<file path="src/rtl/cesa_pkg.sv">
package cesa_pkg;

    localparam int MAX_THREADS = 16;
    localparam int MAX_DEPTH   = 32;

    localparam int SLOT_W   = (MAX_THREADS > 1) ? $clog2(MAX_THREADS) : 1;
    localparam int USED_W   = $clog2(MAX_THREADS + 1);
    localparam int DEPTH_W  = $clog2(MAX_DEPTH + 1);
    localparam int NFRAMES  = MAX_THREADS * MAX_DEPTH;
    localparam int FRAME_AW = (NFRAMES > 1) ? $clog2(NFRAMES) : 1;
    localparam int FRAME_W  = 64 + 64 + 32;

    // splitmix64 constants
    localparam logic [63:0] GAMMA = 64'h9E37_79B9_7F4A_7C15;
    localparam logic [63:0] MIX1  = 64'hBF58_476D_1CE4_E5B9;
    localparam logic [63:0] MIX2  = 64'h94D0_49BB_1331_11EB;

    // configuration register indexes
    localparam logic [1:0] REG_SEED   = 2'd0;
    localparam logic [1:0] REG_OFFSET = 2'd1;
    localparam logic [1:0] REG_LIMIT  = 2'd2;

    localparam logic MODE_ENTER = 1'b0;

    typedef enum logic [1:0] {
        DEST_HIGH,
        DEST_LOW,
        DEST_SPAN
    } id_dest_t;

    typedef struct packed {
        logic               mode;
        logic [63:0]        thread_id;
        logic [63:0]        timestamp;
        logic signed [31:0] method_index;
        logic               last_in_batch;
    } event_t;

    typedef struct packed {
        logic [63:0]        trace_id_high;
        logic [63:0]        trace_id_low;
        logic [63:0]        span_id;
        logic [63:0]        parent_id;
        logic               nested;
        logic signed [31:0] span_method;
        logic [63:0]        start_time;
        logic [63:0]        end_time;
    } span_t;

    typedef struct packed {
        logic       capture;
        logic       search_next;
        logic       new_slot;
        logic       pop;
        logic       draw_add;
        logic       mul_en;
        logic [1:0] mul_phase;
        logic       mul_sel2;
        logic       mix27;
        logic       store_id;
        id_dest_t   dest;
        logic       rd_par;
        logic       cap_cur;
        logic       cap_par;
        logic       emit;
        logic       finish;
    } cesa_cmd_t;

    typedef struct packed {
        logic match;
        logic more;
        logic full;
        logic mode;
        logic d_zero;
        logic d_full;
        logic under_limit;
        logic out_busy;
    } cesa_status_t;

endpackage

</file>
<file path="src/rtl/cesa_ctrl.sv">
module cesa_ctrl
    import cesa_pkg::*;
(
    input  logic         clk,
    input  logic         rst_n,
    input  logic         evt_valid,
    output logic         evt_ready,
    input  cesa_status_t status,
    output cesa_cmd_t    cmd
);

    typedef enum logic [4:0] {
        S_IDLE, S_SEARCH, S_DISPATCH, S_ADD,
        S_M1A, S_M1B, S_M1C, S_X27, S_M2A, S_M2B, S_M2C, S_STORE,
        S_RD_CUR, S_RD_WAIT, S_RD_PAR, S_EMIT, S_FINISH
    } state_t;

    state_t   state_reg, state_next;
    id_dest_t dest_reg, dest_next;

    always_ff @(posedge clk or negedge rst_n)
    begin
        if (!rst_n)
        begin
            state_reg <= S_IDLE;
            dest_reg  <= DEST_HIGH;
        end
        else
        begin
            state_reg <= state_next;
            dest_reg  <= dest_next;
        end
    end

    assign evt_ready = (state_reg == S_IDLE);

    always_comb
    begin
        state_next = state_reg;
        dest_next  = dest_reg;
        cmd        = '0;
        cmd.dest   = dest_reg;
        unique case (state_reg)
            S_IDLE:
            begin
                if (evt_valid)
                begin
                    cmd.capture = 1'b1;
                    state_next  = S_SEARCH;
                end
            end
            S_SEARCH:
            begin
                priority if (status.match)
                begin
                    state_next = S_DISPATCH;
                end
                else if (status.more)
                begin
                    cmd.search_next = 1'b1;
                end
                else if (!status.full)
                begin
                    cmd.new_slot = 1'b1;
                    state_next   = S_DISPATCH;
                end
                else
                begin
                    state_next = S_FINISH;
                end
            end
            S_DISPATCH:
            begin
                if (status.mode == MODE_ENTER)
                begin
                    if (status.d_full)
                    begin
                        state_next = S_FINISH;
                    end
                    else
                    begin
                        dest_next  = status.d_zero ? DEST_HIGH : DEST_SPAN;
                        state_next = S_ADD;
                    end
                end
                else if (status.d_zero)
                begin
                    state_next = S_FINISH;
                end
                else
                begin
                    cmd.pop    = 1'b1;
                    state_next = status.under_limit ? S_RD_CUR : S_FINISH;
                end
            end
            S_ADD:
            begin
                cmd.draw_add = 1'b1;
                state_next   = S_M1A;
            end
            S_M1A:
            begin
                cmd.mul_en    = 1'b1;
                cmd.mul_phase = 2'd0;
                state_next    = S_M1B;
            end
            S_M1B:
            begin
                cmd.mul_en    = 1'b1;
                cmd.mul_phase = 2'd1;
                state_next    = S_M1C;
            end
            S_M1C:
            begin
                cmd.mul_en    = 1'b1;
                cmd.mul_phase = 2'd2;
                state_next    = S_X27;
            end
            S_X27:
            begin
                cmd.mix27  = 1'b1;
                state_next = S_M2A;
            end
            S_M2A:
            begin
                cmd.mul_en    = 1'b1;
                cmd.mul_sel2  = 1'b1;
                cmd.mul_phase = 2'd0;
                state_next    = S_M2B;
            end
            S_M2B:
            begin
                cmd.mul_en    = 1'b1;
                cmd.mul_sel2  = 1'b1;
                cmd.mul_phase = 2'd1;
                state_next    = S_M2C;
            end
            S_M2C:
            begin
                cmd.mul_en    = 1'b1;
                cmd.mul_sel2  = 1'b1;
                cmd.mul_phase = 2'd2;
                state_next    = S_STORE;
            end
            S_STORE:
            begin
                cmd.store_id = 1'b1;
                unique case (dest_reg)
                    DEST_HIGH:
                    begin
                        dest_next  = DEST_LOW;
                        state_next = S_ADD;
                    end
                    DEST_LOW:
                    begin
                        dest_next  = DEST_SPAN;
                        state_next = S_ADD;
                    end
                    default:
                    begin
                        state_next = S_FINISH;
                    end
                endcase
            end
            S_RD_CUR:
            begin
                state_next = S_RD_WAIT;
            end
            S_RD_WAIT:
            begin
                cmd.cap_cur = 1'b1;
                cmd.rd_par  = 1'b1;
                state_next  = S_RD_PAR;
            end
            S_RD_PAR:
            begin
                cmd.cap_par = 1'b1;
                state_next  = S_EMIT;
            end
            S_EMIT:
            begin
                if (!status.out_busy)
                begin
                    cmd.emit   = 1'b1;
                    state_next = S_FINISH;
                end
            end
            S_FINISH:
            begin
                cmd.finish = 1'b1;
                state_next = S_IDLE;
            end
            default:
            begin
                state_next = S_IDLE;
            end
        endcase
    end

endmodule

</file>
<file path="config.mk">
export PLATFORM = sky130hd
export DESIGN_NAME = cesa_ctrl
export DESIGN_NICKNAME = d
export VERILOG_FILES = /design/src/rtl/cesa_pkg.sv /design/src/rtl/cesa_ctrl.sv
export SDC_FILE = /design/constraint.sdc
export NUM_CORES = 1
export LEC_CHECK = 0
export ABC_CLOCK_PERIOD_IN_PS = 3310
export BUFFER_PORTS_ARGS = -buffer_cell sky130_fd_sc_hd__buf_2
export CAP_MARGIN = 40
export CORE_ASPECT_RATIO = 0.75
export CORE_MARGIN = 2
export CORE_UTILIZATION = 35
export CTS_BUF_LIST = sky130_fd_sc_hd__clkbuf_8
export CTS_CLUSTER_SIZE = 20
export DETAILED_ROUTE_END_ITERATION = 10
export GPL_TIMING_DRIVEN = 0
export PLACE_DENSITY = 0.64
export SYNTH_ARGS = -nofsm -noshare
export SYNTH_HDL_FRONTEND = slang
export SYNTH_SLANG_ARGS = --single-unit
</file>
<file path="constraint.sdc">
create_clock -name clk -period 3.31 [get_ports clk]
set_input_delay 0.1655 -clock clk [delete_from_list [all_inputs] [get_ports clk]]
set_output_delay 0.1655 -clock clk [all_outputs]
set_load 0.05 [all_outputs]
</file>
; Word-level counts from Yosys, hierarchy flattened
; Cells that the tools add are included.
[classes]
eq_ne = 23
muxes = 36
reduce_logical = 10
[ops]
columns = op, n
row1 = $pmux 5 s16, 1
row2 = $mux 5, 10
row3 = $eq 5x4->1 const B, 8
row4 = $eq 5x3->1 const B, 4
row5 = $mux 1, 16
row6 = $mux 2, 6
row7 = $eq 5x2->1 const B, 2
row8 = $pmux 3 s3, 1
row9 = $ne 2x2->1 const B, 4
row10 = $pmux 2 s2, 2
row11 = $reduce_or 2->1, 4
row12 = $ne 3x3->1 const B, 2
row13 = $eq 5x1->1 const B, 1
row14 = $eq 5x5->1 const B, 1
row15 = $logic_not 5->1, 1
row16 = $reduce_and 4->1, 1
row17 = $reduce_and 3->1, 1
row18 = $reduce_or 3->1, 1
row19 = $eq 2x1->1 const B, 1
row20 = $logic_not 2->1, 1
row21 = $reduce_bool 2->1, 1
[totals]
ff_bits = 7
input_bits = 11
out_inout_bits = 19
wordCells = 71

; Depth between registers and ports, before layout
[logic_depth]
depth_word = 4
depth_mapped = 5
depth_no_buf = 4

; Least setup slack after synthesis
; No wires, ideal clock.
[synth_path]
kind = register to output
startpoint = reg state_reg[2]
endpoint = out cmd[17] (netlist name)
arrival_time_ns = 2.908
required_ns = 3.144
path_slack_ns = 0.236
path_stages_with_launch = 4
n_path_buf = 1
path_cell_list = dfrtp_1 buf_1 nor4b_1 and2_1
[synth_rtl]
columns = item, line_no
row1 = start: declaration, cesa_ctrl.sv:18  ; state_t state_reg, state_next;
row2 = start signal: assignment, cesa_ctrl.sv:30  ; state_reg <= state_next;
row3 = end: declaration, cesa_ctrl.sv:9  ; output cesa_cmd_t cmd

==> out/results.ini <==
[yosys]
yosysSeqAreaShare = 0.272
synth_edf_count = 0
synth_area_per_cell_um2 = 7.94
netlist_instances = 81
syn-cell-area_um2 = 643
synth_cell_type_count = 39
synth_nets = 92
async_flop_share = 1.00
ys_warn_count = 0
synth_ff_type = dfrtp_1
ys_ff_latch = 7

[setup_path]
cp_slowest_cell = or3_4
critPathTopFamily = simple AND/OR/NAND/NOR gates
crit_type = flop to primary output
r2r_setup_slack_ns = 1.60
start_kind = flop
required_ns = 3.14
reg2reg_from = state_reg[4]
end_kind = primary output
crit_buf_inv = 1
cp_cell_sequence = or3_4 -> or2_2 -> nor3b_1 -> buf_2
r2r.worst_path.cells = 3
critPathMaxFanout = 6
cpPeakStageDelay_ns = 0.43
worstReg2RegEnd = dest_reg[1]
cp.arrival_ns = 1.85

[global_route]
antenna_found_initial = 0
track_usage = 0.180
grt-ovfl-total = 0
grt_pass1_vias = 617
grt_pass1_wl_um = 2710
grt_max_degree = 11

[cts]
cts_setup_buffers = 0
cts_tree = done
numCtsBuffers = 3
clkLatencyLatePin_ns = 0.23
clock-sinks = 7
cts_hold_repair.buffers = 1
ctsResizeCount = 0
cts_buffer_depth = 2
htree_levels = 1
cts_root_buf = clkbuf_8
clk_pin_slew_ns = 0.04

[sta]
fmax_mhz = 497
final.setup.worst_slack_ns = 1.30
slew_headroom = 0.694
worst_pin_slew_ns = 0.447
finalCritPeriodShare = 0.608
hold_viol = 0
grt_setup_unrepaired = false
skew_ns = 0.00328
finalSetupViolations = 0
whs_ns = 0.290
setup_tns_ns = 0
finalMaxSlewViolations = 0
fin_crit_ns = 2.01

[final_layout]
final_nets = 127
antenna_cells = 0
drive_gt1_frac = 0.365
synthToLayoutAreaGrowth_pct = 35.4
largest_reg_flops = 5

[die]
coreArea_um2 = 1720
die_w_um = 53.5
pin_count = 30
die_area_um2 = 2200
rows = 13
initial_core_util = 0.373
die_h_um = 41.1

[pwr]
powerDensity_nw_per_um2 = 1030
p_int_mw = 0.400
ir_drop_uv = 556
pwr-share-seq = 0.189
power.leakage_nw = 0.439
p_sw_mw = 0.495
swShare = 0.553
pwr-share-clk = 0.129
pwr-share-comb = 0.682

[detailed_routing]
num_vias = 694
route.detailed.drc = 0
drt_pass1_iterations = 4
ant_nets = 0
drt_iter0_drc = 16
vias_per_cell = 5.07
wl_per_cell_um = 12.5
wl_um = 1710

[worst_hold_path]
min_path_type = input port to asynchronous set/reset pin

[placed_design]
dpl.hpwl_um = 1370
post-place-ws_ns = 1.55
place.gp.congestion = 0.789
numPortBuffers = 29

[run_status]
outcome = completed

[run]
max_cap_violations = 0

worst max path at each step:
stage | startpoint | endpoint | slack, ns | depth (start not counted)
2_1_floorplan | state_reg[2] | cmd[17] | 0.24 | 3
3_3_place_gp | state_reg[4] | cmd[16] | 1.55 | 4
3_5_place_dp | state_reg[4] | cmd[16] | 1.55 | 4
4_1_cts | state_reg[4] | cmd[14] | 1.30 | 4
5_1_grt | state_reg[4] | cmd[14] | 1.19 | 4
6_report | state_reg[4] | cmd[14] | 1.30 | 4
metal layers:
| metal | vias up | GRT usage | wire, um |
|---|---|---|---|
| met4 | 0 | 0.0962 | 10 |
| met5 | - | 0 | 0 |
| li1 | 358 | - | - |
| met2 | 29 | 0.290 | 678 |
| met3 | 2 | 0.0255 | 134 |
| met1 | 305 | 0.237 | 883 |
synth_stat cells, types with 2 or more instances:
cell type / instances / area share
a21oi_1: 2 / 0.016
o21ai_0: 4 / 0.031
buf_4: 2 / 0.023
and2_1: 2 / 0.019
dfrtp_1: 7 / 0.27
nor3_1: 4 / 0.031
nor2_1: 14 / 0.082
nand3b_1: 2 / 0.023
buf_1: 2 / 0.012
inv_1: 4 / 0.023
nor3b_1: 5 / 0.058
nor4b_1: 3 / 0.041
nand3_1: 3 / 0.023
nand2b_1: 2 / 0.019
per-stage QoR:
stage | area (um^2) | power (mW) | std cells | util
after CTS | 871 | 0.900 | 137 | 0.505
final | 871 | 0.895 | 137 | 0.505
after global routing | 871 | 0.956 | 137 | 0.505
after floorplan | 643 | 0.651 | 81 | -
after global placement | 816 | 0.775 | 132 | 0.473
after detailed placement | 816 | 0.782 | 132 | 0.473
power groups by stage:
stage / Sequential [mW] / Clock, mW / Combinational (mW)
after CTS: 0.168 / 0.117 / 0.615
after floorplan: 0.200 / 0 / 0.451
after global routing: 0.176 / 0.120 / 0.660
after global placement: 0.168 / 0 / 0.607
after detailed placement: 0.169 / 0 / 0.613
final: 0.169 / 0.115 / 0.610
cell type report:
cell class	count	area [um^2]
Sequential cell	7	175
Fill cell	173	853
Timing Repair Buffer	30	155
Clock buffer	3	41.3
Inverter	4	15.0
Clock inverter	1	3.75
Tap cell	22	27.5
Buffer	5	26.3
Multi-Input combinational cell	65	427
logic make-up (layout without fill, tap and decap cells):
| group | count (synthesis) | after routing | share of synthesized area |
|---|---|---|---|
| compound gates | 16 | 16 | 0.187 |
| xor+xnor | 2 | 2 | 0.0272 |
| buf+inv | 9 | 43 | 0.0642 |
| flops | 7 | 7 | 0.272 |
| simple gates | 47 | 47 | 0.449 |
placed cells by master (no fill, tap or decap), types with 2 or more instances in the layout:
| master | count |
|---|---|
| nand2b_1 | 2 |
| nand3_1 | 3 |
| buf_2 | 29 |
| nor3b_1 | 5 |
| nor3_1 | 4 |
| o21ai_0 | 4 |
| buf_4 | 2 |
| nor2_1 | 14 |
| dfrtp_1 | 7 |
| a21oi_1 | 2 |
| nand3b_1 | 2 |
| and2_1 | 2 |
| clkbuf_8 | 3 |
| inv_1 | 5 |
| nor4b_1 | 3 |
| buf_1 | 2 |
worst reg2reg max path: stages (launching register included):
cell     delay, ns
dfrtp_1       0.39
or3_4         0.43
or4_4         0.45
a221o_1       0.32
Note: power is estimated with default switching activity, not from simulation.
